===== config.mk =====
export PLATFORM = sky130hd
export DESIGN_NAME = tdd_window_phase_decoder_core
export DESIGN_NICKNAME = d
export VERILOG_FILES = /design/src/rtl/tdwp_pkg.sv /design/src/rtl/tdwp_div_stage.sv /design/src/rtl/tdwp_phase.sv /design/src/rtl/tdd_window_phase_decoder_core.sv
export SDC_FILE = /design/constraint.sdc
export NUM_CORES = 2
export LEC_CHECK = 0
export ABC_AREA = 1
export BUFFER_PORTS_ARGS = -buffer_cell sky130_fd_sc_hd__buf_2
export CAP_MARGIN = 30
export CORE_ASPECT_RATIO = 0.6
export CORE_MARGIN = 4
export CORE_UTILIZATION = 47
export DETAILED_ROUTE_END_ITERATION = 16
export GPL_TIMING_DRIVEN = 0
export PLACE_DENSITY = 0.7
export SLEW_MARGIN = 30
export SYNTH_ARGS = -nofsm -noshare
export SYNTH_HDL_FRONTEND = slang
export SYNTH_SLANG_ARGS = --single-unit

===== constraint.sdc =====
create_clock -name clk -period 48.2 [get_ports clk]
set_input_delay 9.64 -clock clk [delete_from_list [all_inputs] [get_ports clk]]
set_output_delay 9.64 -clock clk [all_outputs]
set_load 0.02 [all_outputs]

===== src/rtl/tdwp_pkg.sv =====
// Shared types and constants for the TDD window phase decoder.
// Used by every module under rtl; depends on nothing.
package tdwp_pkg;

	// Quotient bits retired per divider stage.
	localparam int DIV_DIGITS = 4;

	// Width of the remaining-time result field.
	localparam int HOLD_BITS = 18;

	// Register map of the configuration port.
	localparam int CFG_INDEX_BITS = 2;
	typedef enum logic [CFG_INDEX_BITS-1:0] {
		REG_TX_WINDOW  = 2'd0,
		REG_ACK_WINDOW = 2'd1,
		REG_GUARD      = 2'd2
	} cfg_reg_t;

	// Register values after reset, in milliseconds.
	localparam int TX_WINDOW_RESET  = 100;
	localparam int ACK_WINDOW_RESET = 50;
	localparam int GUARD_RESET      = 10;

	// Position of a timestamp inside the frame.
	typedef enum logic [1:0] {
		PH_TX     = 2'd0,
		PH_GUARD1 = 2'd1,
		PH_ACK    = 2'd2,
		PH_GUARD2 = 2'd3
	} phase_t;

endpackage


===== src/rtl/tdwp_div_stage.sv =====
// One stage of the pipelined restoring divider that reduces a timestamp modulo the frame.
// Depends on tdwp_pkg for the number of digits retired per stage.
module tdwp_div_stage #(
	parameter int FRAME_BITS = 18,
	parameter int DIV_BITS   = 32
) (
	input  logic                  clk,
	input  logic                  arst_n,
	input  logic                  en,
	input  logic                  vld_in,
	input  logic [FRAME_BITS-1:0] rem_in,
	input  logic [DIV_BITS-1:0]   div_in,
	input  logic [FRAME_BITS-1:0] frame,
	output logic                  vld_out,
	output logic [FRAME_BITS-1:0] rem_out,
	output logic [DIV_BITS-1:0]   div_out
);

	logic [FRAME_BITS-1:0] rem_nxt;
	logic [DIV_BITS-1:0]   div_nxt;

	// Each step shifts in the next dividend bit and subtracts the frame when it fits.
	always_comb begin
		logic [FRAME_BITS:0] r_ext;
		rem_nxt = rem_in;
		div_nxt = div_in;
		for (int i = 0; i < tdwp_pkg::DIV_DIGITS; i++) begin
			r_ext = {rem_nxt, div_nxt[DIV_BITS-1]};
			div_nxt = {div_nxt[DIV_BITS-2:0], 1'b0};
			if (r_ext >= {1'b0, frame}) begin
				r_ext = r_ext - {1'b0, frame};
			end
			rem_nxt = r_ext[FRAME_BITS-1:0];
		end
	end

	always_ff @(posedge clk or negedge arst_n) begin
		if (!arst_n) begin
			vld_out <= 1'b0;
		end else if (en) begin
			vld_out <= vld_in;
		end
	end

	always_ff @(posedge clk) begin
		if (en) begin
			rem_out <= rem_nxt;
			div_out <= div_nxt;
		end
	end

endmodule


===== src/rtl/tdwp_phase.sv =====
// Phase classification and remaining-time stages that follow the divider.
// Depends on tdwp_pkg for the phase codes and the result field width.
module tdwp_phase #(
	parameter int FRAME_BITS = 18
) (
	input  logic                          clk,
	input  logic                          arst_n,
	input  logic                          en,
	input  logic                          vld_in,
	input  logic [FRAME_BITS-1:0]         offset,
	input  logic [FRAME_BITS-1:0]         end_tx,
	input  logic [FRAME_BITS-1:0]         end_g1,
	input  logic [FRAME_BITS-1:0]         end_ack,
	input  logic [FRAME_BITS-1:0]         frame,
	output logic                          vld_out,
	output tdwp_pkg::phase_t              phase,
	output logic [tdwp_pkg::HOLD_BITS-1:0] rx_hold_ms,
	output logic                          cfg_error
);

	localparam int EXT_BITS = (FRAME_BITS > tdwp_pkg::HOLD_BITS) ? FRAME_BITS
		: tdwp_pkg::HOLD_BITS;
	localparam logic [EXT_BITS-1:0] HOLD_MAX = EXT_BITS'((64'd1 << tdwp_pkg::HOLD_BITS) - 64'd1);

	tdwp_pkg::phase_t      phase_nxt;
	logic [FRAME_BITS-1:0] bound_nxt;
	logic                  err_nxt;

	logic                  vld_s1;
	tdwp_pkg::phase_t      phase_s1;
	logic [FRAME_BITS-1:0] bound_s1;
	logic [FRAME_BITS-1:0] offset_s1;
	logic                  err_s1;

	logic [EXT_BITS-1:0]           diff_ext;
	logic [tdwp_pkg::HOLD_BITS-1:0] hold_nxt;

	// The first window whose end lies beyond the offset wins; empty windows drop out.
	always_comb begin
		err_nxt = (frame == '0);
		if (err_nxt || offset < end_tx) begin
			phase_nxt = tdwp_pkg::PH_TX;
			bound_nxt = end_tx;
		end else if (offset < end_g1) begin
			phase_nxt = tdwp_pkg::PH_GUARD1;
			bound_nxt = end_g1;
		end else if (offset < end_ack) begin
			phase_nxt = tdwp_pkg::PH_ACK;
			bound_nxt = end_ack;
		end else begin
			phase_nxt = tdwp_pkg::PH_GUARD2;
			bound_nxt = frame;
		end
	end

	always_comb begin
		diff_ext = EXT_BITS'(bound_s1 - offset_s1);
		if (phase_s1 == tdwp_pkg::PH_TX) begin
			hold_nxt = '0;
		end else if (diff_ext > HOLD_MAX) begin
			hold_nxt = '1;
		end else begin
			hold_nxt = diff_ext[tdwp_pkg::HOLD_BITS-1:0];
		end
	end

	always_ff @(posedge clk or negedge arst_n) begin
		if (!arst_n) begin
			vld_s1  <= 1'b0;
			vld_out <= 1'b0;
		end else if (en) begin
			vld_s1  <= vld_in;
			vld_out <= vld_s1;
		end
	end

	always_ff @(posedge clk) begin
		if (en) begin
			phase_s1   <= phase_nxt;
			bound_s1   <= bound_nxt;
			offset_s1  <= offset;
			err_s1     <= err_nxt;
			phase      <= phase_s1;
			rx_hold_ms <= hold_nxt;
			cfg_error  <= err_s1;
		end
	end

endmodule


===== src/rtl/tdd_window_phase_decoder_core.sv =====
// Top level of the TDD window phase decoder: configuration registers, input stage,
// divider pipeline and output packing. Depends on tdwp_pkg, tdwp_div_stage, tdwp_phase.

// Each item on the slave stream carries a millisecond timestamp; the block returns one
// result item per timestamp that says where it falls in the repeating frame of transmit
// window, first guard, ACK window and second guard. A new item is accepted in every
// cycle while the output register is empty or being taken. The pipeline is one input
// register, one divider stage per four timestamp bits of the restoring modulo pipeline,
// then a phase compare stage and a remaining-time stage that is also the output
// register. The whole pipeline advances whenever the output register is empty or being
// taken, so a stall on the master side holds every item in place. The three window
// registers may be written only while no item is in flight; the frame length and the
// window ends derived from them are registered once per cycle and are ready for an item
// accepted on the cycle after a write.
module tdd_window_phase_decoder_core #(
	parameter int TIME_BITS   = 32,
	parameter int WINDOW_BITS = 16
) (
	input  logic                                       clk,
	input  logic                                       arst_n,

	// Configuration write port.
	input  logic                                       cfg_we,
	input  logic [tdwp_pkg::CFG_INDEX_BITS-1:0]        cfg_index,
	input  logic [WINDOW_BITS-1:0]                     cfg_data,

	// Timestamp stream.
	input  logic                                       s_axis_tvalid,
	output logic                                       s_axis_tready,
	// Fields from bit 0 up: time_ms, then zero fill to whole bytes.
	input  logic [((TIME_BITS+7)/8)*8-1:0]             s_axis_tdata,

	// Result stream.
	output logic                                       m_axis_tvalid,
	input  logic                                       m_axis_tready,
	// Fields from bit 0 up: phase (2), tx_allowed, ack_window, force_rx,
	// rx_hold_ms (18), cfg_error.
	output logic [23:0]                                m_axis_tdata
);

	// A frame is at most four windows long, so it needs two bits beyond one window.
	localparam int FRAME_BITS = WINDOW_BITS + 2;
	localparam int NDIV       = (TIME_BITS + tdwp_pkg::DIV_DIGITS - 1) / tdwp_pkg::DIV_DIGITS;
	localparam int DIV_BITS   = NDIV * tdwp_pkg::DIV_DIGITS;

	// Configuration registers.
	logic [WINDOW_BITS-1:0] tx_window_q;
	logic [WINDOW_BITS-1:0] ack_window_q;
	logic [WINDOW_BITS-1:0] guard_q;

	// Window ends measured from the start of the frame.
	logic [FRAME_BITS-1:0] end_tx_q;
	logic [FRAME_BITS-1:0] end_g1_q;
	logic [FRAME_BITS-1:0] end_ack_q;
	logic [FRAME_BITS-1:0] frame_q;

	logic                  adv;
	logic                  vld_s0;
	logic [DIV_BITS-1:0]   time_s0;

	logic                  vld_c  [NDIV+1];
	logic [FRAME_BITS-1:0] rem_c  [NDIV+1];
	logic [DIV_BITS-1:0]   div_c  [NDIV];

	tdwp_pkg::phase_t               phase;
	logic [tdwp_pkg::HOLD_BITS-1:0] rx_hold_ms;
	logic                           cfg_error;

	always_ff @(posedge clk or negedge arst_n) begin
		if (!arst_n) begin
			tx_window_q  <= WINDOW_BITS'(tdwp_pkg::TX_WINDOW_RESET);
			ack_window_q <= WINDOW_BITS'(tdwp_pkg::ACK_WINDOW_RESET);
			guard_q      <= WINDOW_BITS'(tdwp_pkg::GUARD_RESET);
		end else if (cfg_we) begin
			unique case (cfg_index)
				tdwp_pkg::REG_TX_WINDOW:  tx_window_q  <= cfg_data;
				tdwp_pkg::REG_ACK_WINDOW: ack_window_q <= cfg_data;
				tdwp_pkg::REG_GUARD:      guard_q      <= cfg_data;
				default: ; // Writes beyond the register map are dropped.
			endcase
		end
	end

	// The derived bounds follow the registers in the next cycle. No item may be in flight
	// during a write (unchecked), so they settle before any item reaches the divider stages.
	always_ff @(posedge clk) begin
		end_tx_q  <= FRAME_BITS'(tx_window_q);
		end_g1_q  <= FRAME_BITS'(tx_window_q) + FRAME_BITS'(guard_q);
		end_ack_q <= FRAME_BITS'(tx_window_q) + FRAME_BITS'(guard_q)
			+ FRAME_BITS'(ack_window_q);
		frame_q   <= FRAME_BITS'(tx_window_q) + FRAME_BITS'(ack_window_q)
			+ (FRAME_BITS'(guard_q) << 1);
	end

	// The pipeline moves as a whole unless a finished result is waiting to be taken.
	assign adv           = !m_axis_tvalid || m_axis_tready;
	assign s_axis_tready = adv;

	always_ff @(posedge clk or negedge arst_n) begin
		if (!arst_n) begin
			vld_s0 <= 1'b0;
		end else if (adv) begin
			vld_s0 <= s_axis_tvalid;
		end
	end

	always_ff @(posedge clk) begin
		if (adv) begin
			time_s0 <= DIV_BITS'(s_axis_tdata[TIME_BITS-1:0]);
		end
	end

	assign vld_c[0] = vld_s0;
	assign rem_c[0] = '0;
	assign div_c[0] = time_s0;

	// Divider chain; the last stage keeps only the remainder.
	for (genvar i = 0; i < NDIV; i++) begin : g_div
		if (i < NDIV - 1) begin : g_mid
			tdwp_div_stage #(
				.FRAME_BITS(FRAME_BITS),
				.DIV_BITS  (DIV_BITS)
			) u_stage (
				.clk    (clk),
				.arst_n (arst_n),
				.en     (adv),
				.vld_in (vld_c[i]),
				.rem_in (rem_c[i]),
				.div_in (div_c[i]),
				.frame  (frame_q),
				.vld_out(vld_c[i+1]),
				.rem_out(rem_c[i+1]),
				.div_out(div_c[i+1])
			);
		end else begin : g_last
			tdwp_div_stage #(
				.FRAME_BITS(FRAME_BITS),
				.DIV_BITS  (DIV_BITS)
			) u_stage (
				.clk    (clk),
				.arst_n (arst_n),
				.en     (adv),
				.vld_in (vld_c[i]),
				.rem_in (rem_c[i]),
				.div_in (div_c[i]),
				.frame  (frame_q),
				.vld_out(vld_c[i+1]),
				.rem_out(rem_c[i+1]),
				.div_out()
			);
		end
	end

	tdwp_phase #(
		.FRAME_BITS(FRAME_BITS)
	) u_phase (
		.clk       (clk),
		.arst_n    (arst_n),
		.en        (adv),
		.vld_in    (vld_c[NDIV]),
		.offset    (rem_c[NDIV]),
		.end_tx    (end_tx_q),
		.end_g1    (end_g1_q),
		.end_ack   (end_ack_q),
		.frame     (frame_q),
		.vld_out   (m_axis_tvalid),
		.phase     (phase),
		.rx_hold_ms(rx_hold_ms),
		.cfg_error (cfg_error)
	);

	// The flags are plain decodes of the registered phase.
	assign m_axis_tdata = {
		cfg_error,
		rx_hold_ms,
		phase != tdwp_pkg::PH_TX,
		phase == tdwp_pkg::PH_ACK,
		phase == tdwp_pkg::PH_TX,
		phase
	};

endmodule


==> summary.txt <==
Status
  • Status: finished clean

Global routing
  • Global-route wire length before repair: 263600 microns
  • Global Route met2 Usage: 35.39%
  • Total GRT Usage: 27.17%
  • Largest net degree at the start of global routing: 60
  • Number of global-route vias before repair: 46820
  • Met1 global-route usage: 43.42%
  • GRT busiest layer: met1
  • GR met3 Demand/Resource: 7.151%
  • Grt ovf: 0
  • Initial antenna violation count: 2

Final layout
  • Design area: 58740 sq um
  • Fillers: 11040
  • Register area: 13330 sq um
  • Layout cell share with drive strength beyond 1: 6.878%
  • Post-layout nets: 8504
  • Multi-input gate area: 36860 sq um
  • Ant diodes: 0
  • P&R area growth vs syn: 8.712%
  • Post-route insts no fill: 9283

Clocking
  • Post-CTS sizing: 0
  • CTS Hold Bufs: 0
  • Worst-path clk slew: 60 ps
  • Clock Sinks: 476
  • Setup bufs post-CTS: 0
  • H-Tree Depth: 2
  • TritonCTS clock tree: yes
  • Clk_lat worst skew: 680 ps
  • CTS root buf: clkbuf_16
  • CTS Buf Count: 50
  • Clock tree buffer depth: 3

Timing
  • Fmax achieved: 47.01 MHz
  • Max Slew Vio Count: 0
  • Tcrit/Tclk final: 44.13%
  • Rel. slew slack: 47.08%
  • Hold Slack: 398.8 ps
  • Final Hold Viols: 0
  • Unrepaired setup endpoints after global routing: no
  • Setup TNS: 0 ps
  • Clk_skew: 49.39 ps
  • Finish-stage setup viols: 0
  • Fin crit period: 21270 ps
  • Measured slew at the worst slew-check pin: 785.5 ps

Hold path
  • HP Class: flip-flop to flip-flop

Placement
  • I/O Buffers: 80
  • HPWL Detailed: 132600 microns
  • Post-placement cell area: 57030 sq um
  • GPL Wtd Cong: 0.9768
  • Placed cells: 9192

Floorplan
  • Die Height: 270.6 microns
  • Die footprint: 120600 sq um
  • I/O Pins: 81
  • Placement Rows: 96
  • Die X: 445.7 microns
  • Starting Density: 47.30%
  • Placeable Area: 114200 sq um

Route
  • Pre-Repair DR Iteration Count: 6
  • Routed length per instance: 18.36 microns
  • Post-DRT Antenna Nets: 0
  • DRC errors left: 0
  • Vias per std cell: 5.698
  • DRT Wirelength: 170400 microns
  • Via count: 52890
  • Initial drt markers: 6318

Logic synthesis
  • Synth top area cells: edfxtp_1 19%, nand2_1 16%, ha_1 16%
  • Library cells used by synthesis: 76
  • FFs w/ async S/R, synth: 12.39%
  • Syn Inst Count: 7565
  • Yosys reg bits: 476
  • Syn avg cell area: 7.142 sq um
  • Sequential cell area fraction in the yosys report: 24.65%
  • Synth top area share: 19.34%
  • Dominant synthesized flop cell: edfxtp_1
  • Post-synth EDFFs: 348
  • Synth area leader: edfxtp_1
  • Syn Std Cell Area: 54030 sq um
  • Syn_nets: 8344
  • Synthesis warning total: 0

Worst setup path
  • Critical Path Max Stage Delay: 330 ps
  • Crit path DAT: 11630 ps
  • Critical Path Start Type: input pin
  • CP delay by family, top: buffers and inverters
  • Crit path capture type: output pin
  • Crit path buffers/inverters: 8
  • CP most frequent cell: buf_16
  • Slowest-stage cell, CP: clkbuf_4
  • Worst path cell trace: buf_2 -> inv_1 -> nand2_1 -> clkbuf_4 -> buf_12 -> buf_16 -> buf_16 -> buf_16 -> buf_2
  • Crit Path Class: input pin to output pin
  • Critical Path Fanout Max: 47
  • Critical Path RT: 38560 ps

Run
  • Max cap viols: 0
-- per-layer routing --
layer / up-vias / share of wire [%]
li1: 25900 / -
met1: 24240 / 49
met2: 2499 / 37
met3: 258 / 12
met4: 0 / 2.3
met5: - / 0
-- registers in the layout, indices dropped and copies added, names as in the netlist, 16 cells and up --
name / count
u_phase.offset_s1: 18
g_div.g_mid.u_stage.rem_out: 126
guard_q: 16
g_div.g_mid.u_stage.div_out: 112
ack_window_q: 16
u_phase.bound_s1: 18
frame_q: 18
u_phase.rx_hold_ms: 18
time_s0: 32
g_div.g_last.u_stage.rem_out: 18
end_tx_q: 16
tx_window_q: 16
end_ack_q: 18
end_g1_q: 17
-- stage by stage --
stage	setup WS, ps	util, %
3_3_place_gp	12470	49.31
6_report	26930	51.42
5_1_grt	26760	51.42
2_1_floorplan	19010	-
4_1_cts	26870	51.42
3_5_place_dp	26880	49.93
-- kinds of logic after synthesis --
| logic type | share of synthesized area [%] |
|---|---|
| AOI/OAI and AO/OA | 14.22 |
| buffers and inverters | 7.139 |
| DFF | 24.65 |
| muxes | 0.1459 |
| xor gates and xnor gates | 7.813 |
| and+or+nand+nor | 28.58 |
| adders and majority gates | 17.46 |
-- cells in the final DEF (no fill, tap or decap), drive strengths merged, types with 5 or more instances in the layout --
| cell type | Yosys | layout |
|---|---|---|
| nand2 | 2358 | 2358 |
| inv | 835 | 842 |
| ha | 674 | 674 |
| a21oi | 615 | 615 |
| nand3 | 535 | 535 |
| o21ai | 465 | 465 |
| nor2 | 413 | 413 |
| edfxtp | 348 | 348 |
| xor2 | 276 | 276 |
| xnor2 | 206 | 206 |
| buf | 83 | 191 |
| nand4 | 103 | 103 |
| clkbuf | 34 | 101 |
| dfxtp | 69 | 69 |
| nor3 | 58 | 58 |
| a31oi | 54 | 54 |
| dfrtp | 51 | 51 |
| fa | 50 | 50 |
| a21o | 46 | 46 |
| nand3b | 39 | 39 |
| o21bai | 36 | 36 |
| or2 | 26 | 26 |
| nor4 | 21 | 21 |
| o21a | 19 | 19 |
| o221ai | 18 | 18 |
| o211ai | 17 | 17 |
| clkinv | 2 | 16 |
| a21boi | 15 | 15 |
| a221oi | 15 | 15 |
| o2111ai | 13 | 13 |
| a211oi | 10 | 10 |
| and2 | 8 | 8 |
| dfstp | 8 | 8 |
| o31ai | 7 | 7 |
| mux2 | 7 | 7 |
| a41oi | 5 | 5 |
-- Yosys cell counts, types with 17 or more instances --
cell type / instances
nand3b_1: 37
a21oi_1: 589
inv_1: 816
or2_2: 24
o221ai_1: 18
nand4_1: 102
nand2_2: 46
dfxtp_1: 69
nor4_1: 21
nand2_1: 2293
nand3_1: 502
o21ai_0: 385
o21a_1: 19
o21bai_1: 34
o21ai_1: 57
dfrtp_1: 51
xor2_1: 276
o211ai_1: 17
ha_1: 674
clkbuf_1: 34
o21ai_2: 22
a31oi_1: 54
a21o_1: 46
buf_2: 47
fa_1: 50
xnor2_1: 206
nor2_1: 394
nor3_1: 55
buf_6: 19
nand3_2: 23
a21oi_2: 23
edfxtp_1: 348
-- final timing paths --
| kind | from | to | slack [ps] | cells after the start |
|---|---|---|---|---|
| setup / recovery | m_axis_tready | s_axis_tready | 26930 | 9 |
| hold / removal | g_div[5].g_mid.u_stage.div_out[26]$_DFFE_PP_ | g_div[6].g_mid.u_stage.div_out[30]$_DFFE_PP_ | 400 | 0 |
| setup reg to reg | frame_q[1]$_DFF_P_ | g_div[3].g_mid.u_stage.rem_out[16]$_DFFE_PP_ | 37220 | 53 |
| hold reg to reg | g_div[5].g_mid.u_stage.div_out[26]$_DFFE_PP_ | g_div[6].g_mid.u_stage.div_out[30]$_DFFE_PP_ | 400 | 0 |
| max in group asynchronous | arst_n | ack_window_q[3]$_DFFE_PN0P_ | 38680 | 1 |
| min in group asynchronous | arst_n | ack_window_q[14]$_DFFE_PN0P_ | 9020 | 1 |
-- cell type report --
class | count | share of cell area, %
sequential | 476 | 22.69
inverter | 837 | 5.438
tap | 1519 | 3.236
buffer | 117 | 1.212
clock inverter | 24 | 0.4175
multi-input combinational | 6135 | 62.76
timing repair buffer | 108 | 1.768
clock buffer | 67 | 2.486
Power is not shown: default switching activity piles up to over one toggle a cycle in this logic, so the estimate is an artifact.
